**src/design/tfm_pkg.sv**
```systemverilog
package tfm_pkg;

	localparam int MAX_LAYERS    = 8;
	localparam int MAX_LAYER_LEN = 64;

	localparam int LIDX_W  = $clog2(MAX_LAYERS + 1);
	localparam int LADDR_W = (MAX_LAYERS > 1) ? $clog2(MAX_LAYERS) : 1;
	localparam int POS_W   = $clog2(MAX_LAYER_LEN + 1);
	localparam int LEN_W   = $clog2(MAX_LAYER_LEN);
	localparam int ADDR_W  = LADDR_W + LEN_W;
	localparam int DEPTH   = 1 << ADDR_W;

	localparam logic [7:0] CH_NUL   = 8'h00;
	localparam logic [7:0] CH_SLASH = 8'h2F;
	localparam logic [7:0] CH_PLUS  = 8'h2B;
	localparam logic [7:0] CH_HASH  = 8'h23;

	typedef enum logic [1:0] {
		K_PLAIN = 2'd0,
		K_PLUS  = 2'd1,
		K_HASH  = 2'd2
	} kind_t;

	typedef enum logic [1:0] {
		V_UNDECIDED = 2'd0,
		V_MATCH     = 2'd1,
		V_FAIL      = 2'd2
	} verdict_t;

	typedef struct packed {
		logic              we;
		logic              re;
		logic [ADDR_W-1:0] addr;
		logic [7:0]        data;
	} char_req_t;

	typedef struct packed {
		logic valid;
		logic matched;
		logic too_long;
	} result_t;

endpackage

```
**src/design/tfm_char_store.sv**
```systemverilog
module tfm_char_store (
	input  logic               clk,
	input  logic               arst_n,
	input  tfm_pkg::char_req_t req,
	output logic               mismatch
);
	import tfm_pkg::*;

	logic [7:0] mem [DEPTH];
	logic [7:0] rdata_s1;
	logic [7:0] char_s1;
	logic       rvalid_s1;

	always_ff @(posedge clk) begin
		if (req.we) begin
			mem[req.addr] <= req.data;
		end
		if (req.re) begin
			rdata_s1 <= mem[req.addr];
			char_s1  <= req.data;
		end
	end

	always_ff @(posedge clk or negedge arst_n) begin
		if (!arst_n) begin
			rvalid_s1 <= 1'b0;
		end else begin
			rvalid_s1 <= req.re;
		end
	end

	assign mismatch = rvalid_s1 && (rdata_s1 != char_s1);

`ifndef SYNTH
	a_no_rw_same_cycle: assert property (@(posedge clk) disable iff (!arst_n)
		!(req.we && req.re))
		else $error("char store read and write in one cycle");
`endif

endmodule

```
**src/design/tfm_ctrl.sv**
```systemverilog
module tfm_ctrl (
	input  logic               clk,
	input  logic               arst_n,
	input  logic               acc,
	input  logic               mode,
	input  logic [7:0]         char_code,
	input  logic               mismatch,
	output tfm_pkg::char_req_t req,
	output tfm_pkg::result_t   res
);
	import tfm_pkg::*;

	logic [LEN_W-1:0] len_q [MAX_LAYERS];
	kind_t            kind_q [MAX_LAYERS];

	logic [LIDX_W-1:0] cnt_q, cnt_n;
	logic              ftl_q, ftl_n;
	logic              hlast_q, hlast_n;
	logic [LIDX_W-1:0] li_q, li_n;
	logic [POS_W-1:0]  pos_q, pos_n;
	logic              in_q, in_n;
	logic              lse_q, lse_n;
	verdict_t          verd_q, verd_n;
	logic              ttl_q, ttl_n;

	logic              lse_eff;
	logic              lok;
	logic [LADDR_W-1:0] li_a;
	logic [LEN_W-1:0]  cur_len;
	kind_t             cur_kind;
	logic              len_we, kind_we;
	logic [LEN_W-1:0]  len_wd;
	kind_t             kind_wd;

	assign lse_eff  = lse_q && !mismatch;
	assign lok      = li_q < LIDX_W'(MAX_LAYERS);
	assign li_a     = li_q[LADDR_W-1:0];
	assign cur_len  = len_q[li_a];
	assign cur_kind = kind_q[li_a];

	always_comb begin
		logic [POS_W-1:0]  p;
		logic [POS_W-1:0]  p1;
		logic [LIDX_W-1:0] cl_li;
		logic              cl_in;
		logic [POS_W-1:0]  cl_pos;
		verdict_t          cl_v;
		verdict_t          vt;
		logic              err;

		cnt_n   = cnt_q;
		ftl_n   = ftl_q;
		hlast_n = hlast_q;
		li_n    = li_q;
		pos_n   = pos_q;
		in_n    = in_q;
		lse_n   = lse_eff;
		verd_n  = verd_q;
		ttl_n   = ttl_q;
		req     = '0;
		res     = '0;
		len_we  = 1'b0;
		kind_we = 1'b0;
		len_wd  = '0;
		kind_wd = K_PLAIN;
		vt      = verd_q;

		p   = in_q ? pos_q : '0;
		p1  = p + POS_W'(1);
		err = ftl_q || ttl_q;

		// layer close, shared by slash and end of string
		cl_li  = li_q;
		cl_in  = in_q;
		cl_pos = pos_q;
		cl_v   = verd_q;
		if (in_q) begin
			cl_in  = 1'b0;
			cl_pos = '0;
			if (lok) begin
				if (verd_q == V_UNDECIDED && li_q < cnt_q && cur_kind == K_PLAIN &&
				    !(lse_eff && pos_q == POS_W'(cur_len))) begin
					cl_v = V_FAIL;
				end
				cl_li = li_q + LIDX_W'(1);
			end
		end

		if (!mode) begin
			if (li_q == '0 && !in_q) begin
				cnt_n = '0;
				ftl_n = 1'b0;
			end
			if (char_code == CH_NUL) begin
				li_n   = '0;
				pos_n  = '0;
				in_n   = 1'b0;
				lse_n  = 1'b1;
				verd_n = V_UNDECIDED;
				ttl_n  = 1'b0;
			end else if (char_code == CH_SLASH) begin
				li_n  = cl_li;
				in_n  = cl_in;
				pos_n = cl_pos;
			end else begin
				if (!in_q) begin
					in_n = 1'b1;
					if (lok) begin
						cnt_n = li_q + LIDX_W'(1);
					end
				end
				if (lok) begin
					if (p1 >= POS_W'(MAX_LAYER_LEN)) begin
						ftl_n = 1'b1;
					end else begin
						req.we   = 1'b1;
						req.addr = {li_a, p[LEN_W-1:0]};
						req.data = char_code;
						len_we   = 1'b1;
						len_wd   = p1[LEN_W-1:0];
					end
					kind_we = 1'b1;
					if (p == '0 && char_code == CH_PLUS) begin
						kind_wd = K_PLUS;
					end else if (p == '0 && char_code == CH_HASH) begin
						kind_wd = K_HASH;
					end else begin
						kind_wd = K_PLAIN;
					end
					if (li_q + LIDX_W'(1) == cnt_n) begin
						hlast_n = (kind_wd == K_HASH);
					end
				end
				pos_n = (p < POS_W'(MAX_LAYER_LEN)) ? p1 : p;
			end
		end else begin
			if (char_code == CH_SLASH) begin
				li_n   = cl_li;
				in_n   = cl_in;
				pos_n  = cl_pos;
				verd_n = cl_v;
			end else if (char_code == CH_NUL) begin
				vt = cl_v;
				if (vt == V_UNDECIDED) begin
					if (cl_li == cnt_q) begin
						vt = V_MATCH;
					end else if (cl_li + LIDX_W'(1) == cnt_q && hlast_q) begin
						vt = V_MATCH;
					end else begin
						vt = V_FAIL;
					end
				end
				res.valid    = acc;
				res.matched  = (vt == V_MATCH) && !err;
				res.too_long = err;
				li_n   = '0;
				pos_n  = '0;
				in_n   = 1'b0;
				lse_n  = 1'b1;
				verd_n = V_UNDECIDED;
				ttl_n  = 1'b0;
			end else begin
				vt = verd_q;
				if (!in_q) begin
					in_n  = 1'b1;
					lse_n = 1'b1;
					if (lok && vt == V_UNDECIDED) begin
						if (li_q >= cnt_q) begin
							vt = V_FAIL;
						end else if (cur_kind == K_HASH) begin
							vt = (li_q + LIDX_W'(1) == cnt_q) ? V_MATCH : V_FAIL;
						end
					end
				end
				verd_n = vt;
				if (lok) begin
					if (p1 >= POS_W'(MAX_LAYER_LEN)) begin
						ttl_n = 1'b1;
					end
					if (vt == V_UNDECIDED && li_q < cnt_q && cur_kind == K_PLAIN) begin
						if (p >= POS_W'(cur_len) || p >= POS_W'(MAX_LAYER_LEN)) begin
							lse_n = 1'b0;
						end else begin
							req.re   = 1'b1;
							req.addr = {li_a, p[LEN_W-1:0]};
							req.data = char_code;
						end
					end
				end
				pos_n = (p < POS_W'(MAX_LAYER_LEN)) ? p1 : p;
			end
		end

		if (!acc) begin
			req.we  = 1'b0;
			req.re  = 1'b0;
			len_we  = 1'b0;
			kind_we = 1'b0;
		end
	end

	always_ff @(posedge clk) begin
		if (len_we) begin
			len_q[li_a] <= len_wd;
		end
		if (kind_we) begin
			kind_q[li_a] <= kind_wd;
		end
	end

	always_ff @(posedge clk or negedge arst_n) begin
		if (!arst_n) begin
			cnt_q   <= '0;
			ftl_q   <= 1'b0;
			hlast_q <= 1'b0;
			li_q    <= '0;
			pos_q   <= '0;
			in_q    <= 1'b0;
			lse_q   <= 1'b1;
			verd_q  <= V_UNDECIDED;
			ttl_q   <= 1'b0;
		end else if (acc) begin
			cnt_q   <= cnt_n;
			ftl_q   <= ftl_n;
			hlast_q <= hlast_n;
			li_q    <= li_n;
			pos_q   <= pos_n;
			in_q    <= in_n;
			lse_q   <= lse_n;
			verd_q  <= verd_n;
			ttl_q   <= ttl_n;
		end else begin
			lse_q   <= lse_eff;
		end
	end

`ifndef SYNTH
	a_layer_bound: assert property (@(posedge clk) disable iff (!arst_n)
		li_q <= LIDX_W'(MAX_LAYERS) && cnt_q <= LIDX_W'(MAX_LAYERS))
		else $error("layer counter out of range");
	a_pos_bound: assert property (@(posedge clk) disable iff (!arst_n)
		pos_q <= POS_W'(MAX_LAYER_LEN))
		else $error("char position out of range");
	a_pos_idle: assert property (@(posedge clk) disable iff (!arst_n)
		!in_q |-> pos_q == '0)
		else $error("char position set outside a layer");
	a_result_clears: assert property (@(posedge clk) disable iff (!arst_n)
		res.valid |=> (li_q == '0 && !in_q && verd_q == V_UNDECIDED && !ttl_q))
		else $error("counters not cleared after result");
`endif

endmodule

```
**src/design/topic_filter_matcher.sv**
```systemverilog
// MQTT-style topic filter matcher. Send the filter as bytes with tuser = 0, ended by a
// zero byte; send topic bytes with tuser = 1. The topic's zero byte returns one word:
// bit 0 matched, bit 1 layer too long. Filter words and non-terminating topic words
// return nothing. One byte is taken every cycle while the result register is free or
// being drained; the filter characters sit in a synchronous RAM whose registered read data
// feeds the compare, and a result is held in the output register from the cycle after its zero byte is taken.
module topic_filter_matcher (
	input  logic       clk,
	input  logic       arst_n,
	input  logic       s_tvalid,
	output logic       s_tready,
	input  logic [7:0] s_tdata,   // [7:0] char_code
	input  logic       s_tuser,   // [0] mode
	output logic       m_tvalid,
	input  logic       m_tready,
	output logic [7:0] m_tdata    // [0] matched, [1] layer_too_long, [7:2] zero
);
	import tfm_pkg::*;

	logic      acc;
	logic      mismatch;
	char_req_t req;
	result_t   res;
	logic      out_valid_q;
	logic [1:0] out_data_q;

	assign s_tready = !out_valid_q || m_tready;
	assign acc      = s_tvalid && s_tready;

	tfm_ctrl u_ctrl (
		.clk       (clk),
		.arst_n    (arst_n),
		.acc       (acc),
		.mode      (s_tuser),
		.char_code (s_tdata),
		.mismatch  (mismatch),
		.req       (req),
		.res       (res)
	);

	tfm_char_store u_store (
		.clk      (clk),
		.arst_n   (arst_n),
		.req      (req),
		.mismatch (mismatch)
	);

	always_ff @(posedge clk or negedge arst_n) begin
		if (!arst_n) begin
			out_valid_q <= 1'b0;
		end else if (res.valid) begin
			out_valid_q <= 1'b1;
		end else if (m_tready) begin
			out_valid_q <= 1'b0;
		end
	end

	always_ff @(posedge clk) begin
		if (res.valid) begin
			out_data_q <= {res.too_long, res.matched};
		end
	end

	assign m_tvalid = out_valid_q;
	assign m_tdata  = {6'd0, out_data_q};

`ifndef SYNTH
	a_no_overwrite: assert property (@(posedge clk) disable iff (!arst_n)
		(out_valid_q && !m_tready) |-> !res.valid)
		else $error("result register overwritten while held");
`endif

endmodule

```
**config.mk**
```make
export PLATFORM = sky130hd
export DESIGN_NAME = topic_filter_matcher
export DESIGN_NICKNAME = d
export VERILOG_FILES = /design/src/design/tfm_pkg.sv /design/src/design/tfm_char_store.sv /design/src/design/tfm_ctrl.sv /design/src/design/topic_filter_matcher.sv
export SDC_FILE = /design/constraint.sdc
export NUM_CORES = 2
export LEC_CHECK = 0
export BUFFER_PORTS_ARGS = -buffer_cell sky130_fd_sc_hd__buf_2
export CORE_ASPECT_RATIO = 1.4
export CORE_MARGIN = 4
export CORE_UTILIZATION = 45
export DETAILED_ROUTE_END_ITERATION = 6
export PLACE_DENSITY = 0.7
export SETUP_SLACK_MARGIN = 0.2
export SLEW_MARGIN = 20
export SYNTH_ARGS = -nofsm -noshare
export SYNTH_HDL_FRONTEND = slang
export SYNTH_HIERARCHICAL = 1
export SYNTH_MEMORY_MAX_BITS = 65536
export SYNTH_SLANG_ARGS = --single-unit
```
**constraint.sdc**
```tcl
create_clock -name clk -period 15.3 [get_ports clk]
set_input_delay 0.765 -clock clk [delete_from_list [all_inputs] [get_ports clk]]
set_output_delay 0.765 -clock clk [all_outputs]
set_load 0.01 [all_outputs]
```
# Yosys cells after proc, flatten, opt, wreduce, memory -nomap -nowiden
# Memories as Yosys holds them, arrays and structs flattened. A register that Yosys moved wholly into a read port is not among the register bits.
# Cells that the tools add are included.
[classes]
add_sub_neg = 3
magnitude_cmp = 7
n_eq_ne = 13
mux = 118
bitwise_logic = 3
n_reduce_logical = 41
[ops]
columns = ["cell", "count"]
rows = [
  ["18-bit two-way mux", 5],
  ["17-bit two-way mux", 5],
  ["2-bit two-way mux", 32],
  ["4-bit two-way mux", 15],
  ["7-bit two-way mux", 8],
  ["1-bit two-way mux", 45],
  ["6-bit two-way mux", 5],
  ["8-bit by 6-bit == test with 1-bit output (second input constant)", 3],
  ["4-bit == test", 4],
  ["1-bit logical AND", 15],
  ["7-bit >= comparator (second input constant)", 2],
  ["3-bit two-way mux", 3],
  ["4-bit by 1-bit adder with 4-bit output (second input constant)", 2],
  ["2-bit logical NOT", 4],
  ["8-bit logical NOT", 1],
  ["8-bit inequality test", 1],
  ["7-bit by 1-bit adder with 7-bit output (second input constant)", 1],
  ["7-bit by 6-bit == test with 1-bit output", 1],
  ["7-bit by 6-bit >= comparator with 1-bit output", 1],
  ["7-bit logical NOT", 1],
  ["7-bit < comparator (second input constant)", 1],
  ["2-bit AND reduction", 3],
  ["6-bit AND reduction", 1],
  ["2-bit nonzero test", 3],
  ["other kinds (13)", 23],
]
[word_totals]
register_bits = 34
ramBits = 4160
inputBits = 13
output_inout_bits = 10
n_memories = 3
[mem_list]
columns = ["memory", "depth", "width", "read_ports", "rd_clocked_by_memory_dff", "wr", "line", "source"]
rows = [
  ["u_store.mem", 512, 8, 1, 1, 1, "tfm_char_store.sv:9", "logic [7:0] mem [DEPTH];"],
  ["u_ctrl.len_q", 8, 6, 1, 0, 1, "tfm_ctrl.sv:13", "logic [LEN_W-1:0] len_q [MAX_LAYERS];"],
  ["u_ctrl.kind_q", 8, 2, 1, 0, 1, "tfm_ctrl.sv:14", "kind_t kind_q [MAX_LAYERS];"],
]

# Depth between registers and ports, before layout
[logic_depth]
depth_word = 21
ltp_mapped = 29
mapped_depth_nobuf = 18

# Modules after synthesis
# Netlist, hierarchy kept.
[modules_own_cells]
columns = ["mod", "instances", "cells_per_inst", "area_per_inst_um2"]
rows = [
  ["tfm_char_store", 1, 7678, 159050.0],
  ["tfm_ctrl", 1, 440, 4754.6],
  ["topic_filter_matcher", 1, 13, 162.7],
]

# Least setup slack after synthesis
# OpenSTA, ideal clock, no wires.
[synth_path]
path_kind = "reg-to-reg"
start = "register u_ctrl.li_q[0]"
end = "register u_store.char_s1[6], data pin"
setup_time_ns = 1.533
arrival_ns = 9.112
setup_slack_ns = 4.655
path_stages_with_launch = 14
synth_period_minus_slack_ns = 10.645
path_cell_list = "dfrtp_1 -> buf_6 -> buf_6 -> mux2i_1 -> a211oi_1 -> ha_1 -> nand2b_1 -> a21o_1 -> a21o_1 -> a21oi_1 -> o21ai_0 -> o31ai_4 -> buf_6 -> and2_1"
[synth_rtl]
columns = ["element", "line", "source"]
rows = [
  ["from (decl)", "tfm_ctrl.sv:19", "logic [LIDX_W-1:0] li_q, li_n;"],
  ["from (signal assigned)", "tfm_ctrl.sv:226", "li_q <= li_n;"],
  ["to (signal assigned)", "tfm_char_store.sv:20", "char_s1 <= req.data;"],
  ["to (decl)", "tfm_char_store.sv:11", "logic [7:0] char_s1;"],
]

==> out/results.txt <==
Row cnt -> 262
RSZ-0062 raised after global routing -> false
Clk_lat worst skew -> 0.96 ns
DRT antenna net count -> 0
Total congestion overflow -> 0
Fillers -> 28265
Setup slack, reg-to-reg -> 5.75 ns
Yosys top cell area share -> 0.7652
Starting DRT DRC Count -> 12268
Synth-to-layout area growth -> 10.80%
Clock H-tree levels -> 5
Initial Util -> 0.4514
Post-Route WL -> 452000 um
CP Class -> flop to flop
Drt via density -> 6.375
Complex-gate fraction of the synthesized area -> 0.03237
Post-Place Cells -> 12595
First-pass GRT wire length -> 640100 um
CTS tree -> done
Async set-reset flop share out of synthesis -> 0.005712
Initial antenna violation count -> 19
Commonest cells in the synthesized netlist -> edfxtp_1 (4178), mux4_2 (817), nor2_1 (605), mux2i_1 (487), nand2_1 (219)
Max-cap violations -> 0
Post-route minimum period -> 9.554 ns
Area of the multi-input gates -> 0.03567 mm^2
Die area -> 0.3742 mm^2
Drt pass-1 iters -> 7
Hold WS -> 0.1181 ns
Most frequent cell after synthesis -> edfxtp_1
Cell taking the most area after synthesis -> edfxtp_1
Share of layout cells above drive strength 1 -> 0.1929
Endpoints failing setup -> 0
Pwr Density -> 134.0 mW/mm^2
Crit-path max FO -> 41
Crit path launch type -> flop
# IOs -> 23
Dominant synthesized flop cell -> edfxtp_1
Required time of the critical path -> 15.94 ns
Max Slew Vio Count -> 0
Violated checks -> design-rule violations
HP Class -> input port to flop
Tcrit/Tclk final -> 0.6244
Largest net degree at the start of global routing -> 220
Die Span Y -> 722.2 um
Longest Clk Path Bufs -> 4
Non-Filler Instances -> 13305
VDD IR max -> 0.00009644 V
Post-DP HPWL -> 281400 um
CP arrival -> 10.19 ns
Post-synth EDFFs -> 4178
Leakage -> 0.05471 uW
Yosys synthesis warning count -> 6
Rel. slew slack -> 0.07486
Register area -> 0.1261 mm^2
Synth Area in Adders -> 0.001297
XOR/XNOR Fraction of Synth Area -> 0.001602
Final clock skew -> 0.04303 ns
Post-synthesis mux area share -> 0.1428
Vias in the first global route -> 85231
Seq cells post-synth -> 4202
DRC violations left -> 5
Setup crit end kind -> flop
Core area -> 0.3632 mm^2
Status -> complete, but fails checks
Syn Inst Count -> 8131
Area of the mapped netlist -> 0.1640 mm^2
Fmax -> 0.1047 GHz
Sequential share of the synthesized area -> 0.7688
Main area contributors after synthesis -> edfxtp_1 (77%), mux4_2 (11%), mux2i_1 (3.0%)
Synth cell types -> 78
Clock transition at path regs -> 0.07 ns
Setup tns final -> 0 ns
CTS root buf -> clkbuf_16
Slew at the pin with the worst max-slew slack -> 1.386 ns
Routed len/inst -> 33.97 um
Largest family of logic cells by synthesized area -> multiplexers
Vias after detailed routing -> 84820
GP Congestion -> 0.9252
TritonCTS Buffers -> 375
DIE WIDTH -> 518.2 um
Nets -> 8254
Syn Area/Cell -> 20.17 um^2
Final count of hold timing violations -> 0
IO Port Bufs -> 16
Sink Count -> 4202
Total global-route track usage -> 0.2374
Simple-gate portion of the synthesized area -> 0.03670
stage by stage:
| stage | util | setup slack (ns) | area [um^2] | total power [uW] |
|---|---|---|---|---|
| 6_report | 0.5002 | 5.746 | 181700 | 24340 |
| 5_1_grt | 0.5001 | 5.510 | 181600 | 25020 |
| 4_1_cts | 0.4997 | 5.780 | 181500 | 24430 |
| 3_5_place_dp | 0.4667 | 5.811 | 169500 | 15210 |
| 3_3_place_gp | 0.4664 | 5.545 | 169400 | 15170 |
| 2_1_floorplan | - | 4.655 | 164000 | 14540 |
cells in the final DEF (no fill, tap or decap), types with 72 or more instances in the layout:
cell type	n
a21oi_1	79
a221oi_1	72
a22oi_1	194
buf_4	171
clkbuf_1	76
clkbuf_16	379
clkinv_1	83
edfxtp_1	4178
mux2i_1	487
mux4_2	817
nand2_1	211
nand3_1	103
nand4_1	83
nor2_1	597
o22ai_1	124
where the power goes:
| part | switching [uW] | total (uW) | internal (uW) |
|---|---|---|---|
| Sequential | 16.8 | 12800 | 12700 |
| Clock | 4150 | 9350 | 5210 |
| Combinational | 1440 | 2230 | 787 |
worst max-delay path, cell delays in order (launching register included):
cell and delay [ns]:
dfrtp_2 0.97, mux2i_1 0.27, o22a_1 0.17, o21ai_0 0.07, a311oi_1 0.53, ha_1 0.37
a221oi_1 0.31, o21ai_0 0.28, o31ai_4 0.66, and2_4 0.70, buf_4 0.61, and2_4 0.52
buf_4 0.57, buf_4 0.61, a221oi_1 0.19, o21ai_0 0.68, a31oi_1 0.60, nor4_1 0.73
nand3_1 0.19
final timing paths:
path / startpoint / endpoint / cells past startpoint
max in group asynchronous: arst_n / u_ctrl/li_q[0] / 2
setup / recovery: u_ctrl/li_q[0] / u_store/rdata_s1[4] / 18
min in group asynchronous: arst_n / m_tvalid / 2
setup reg to reg: u_ctrl/li_q[0] / u_store/rdata_s1[4] / 18
hold reg to reg: u_ctrl/hlast_q / u_ctrl/hlast_q / 2
hold / removal: m_tready / m_tvalid / 3
state kept, by name (all words and copies together), names as in the netlist:
name               cells
u_ctrl/pos_q           7
u_store/mem         4096
u_store/char_s1        8
u_ctrl/len_q          48
u_ctrl/hlast_q         1
u_ctrl/li_q            4
u_store/rvalid_s1      1
u_ctrl/verd_q          2
m_tvalid               1
u_ctrl/ftl_q           1
u_ctrl/in_q            1
u_ctrl/cnt_q           4
u_ctrl/lse_q           1
out_data_q             2
u_store/rdata_s1       8
u_ctrl/ttl_q           1
u_ctrl/kind_q         16
routing by layer:
metal / global-route usage / routed length, um / vias to the layer above
met5: 0 / 15 / -
met4: 0.1714 / 39150 / 2
met3: 0.04124 / 42290 / 1251
met2: 0.3969 / 225000 / 5387
met1: 0.2783 / 145600 / 44317
li1: - / - / 33863
repair_timing:
item | in CTS | in global routing
endpoints found under the setup margin | 0 | 0
resized for setup | 0 | 0
hold buffers | 1 | 0
endpoints found under the hold margin | 23 | 0
setup buffers | 0 | 0
cell type report:
cell class                      count  area share
Clock inverter                    216     0.01209
Sequential cell                  4202      0.6939
Antenna cell                       34   0.0004683
Timing Repair Buffer              212     0.01021
Multi-Input combinational cell   3415      0.1964
Inverter                           18   0.0003857
Tap cell                         4752     0.03273
Clock buffer                      456     0.05385
cells by family (layout without fill, tap and decap cells):
kind of cell | Yosys count | count (layout)
fa+ha+maj | 17 | 17
buf+inv | 519 | 902
simple gates | 1297 | 1297
compound gates | 753 | 753
xor+xnor | 30 | 30
other cells | 1 | 40
mux | 1312 | 1312
flops | 4202 | 4202
Note: power is estimated with default switching activity, not from simulation.
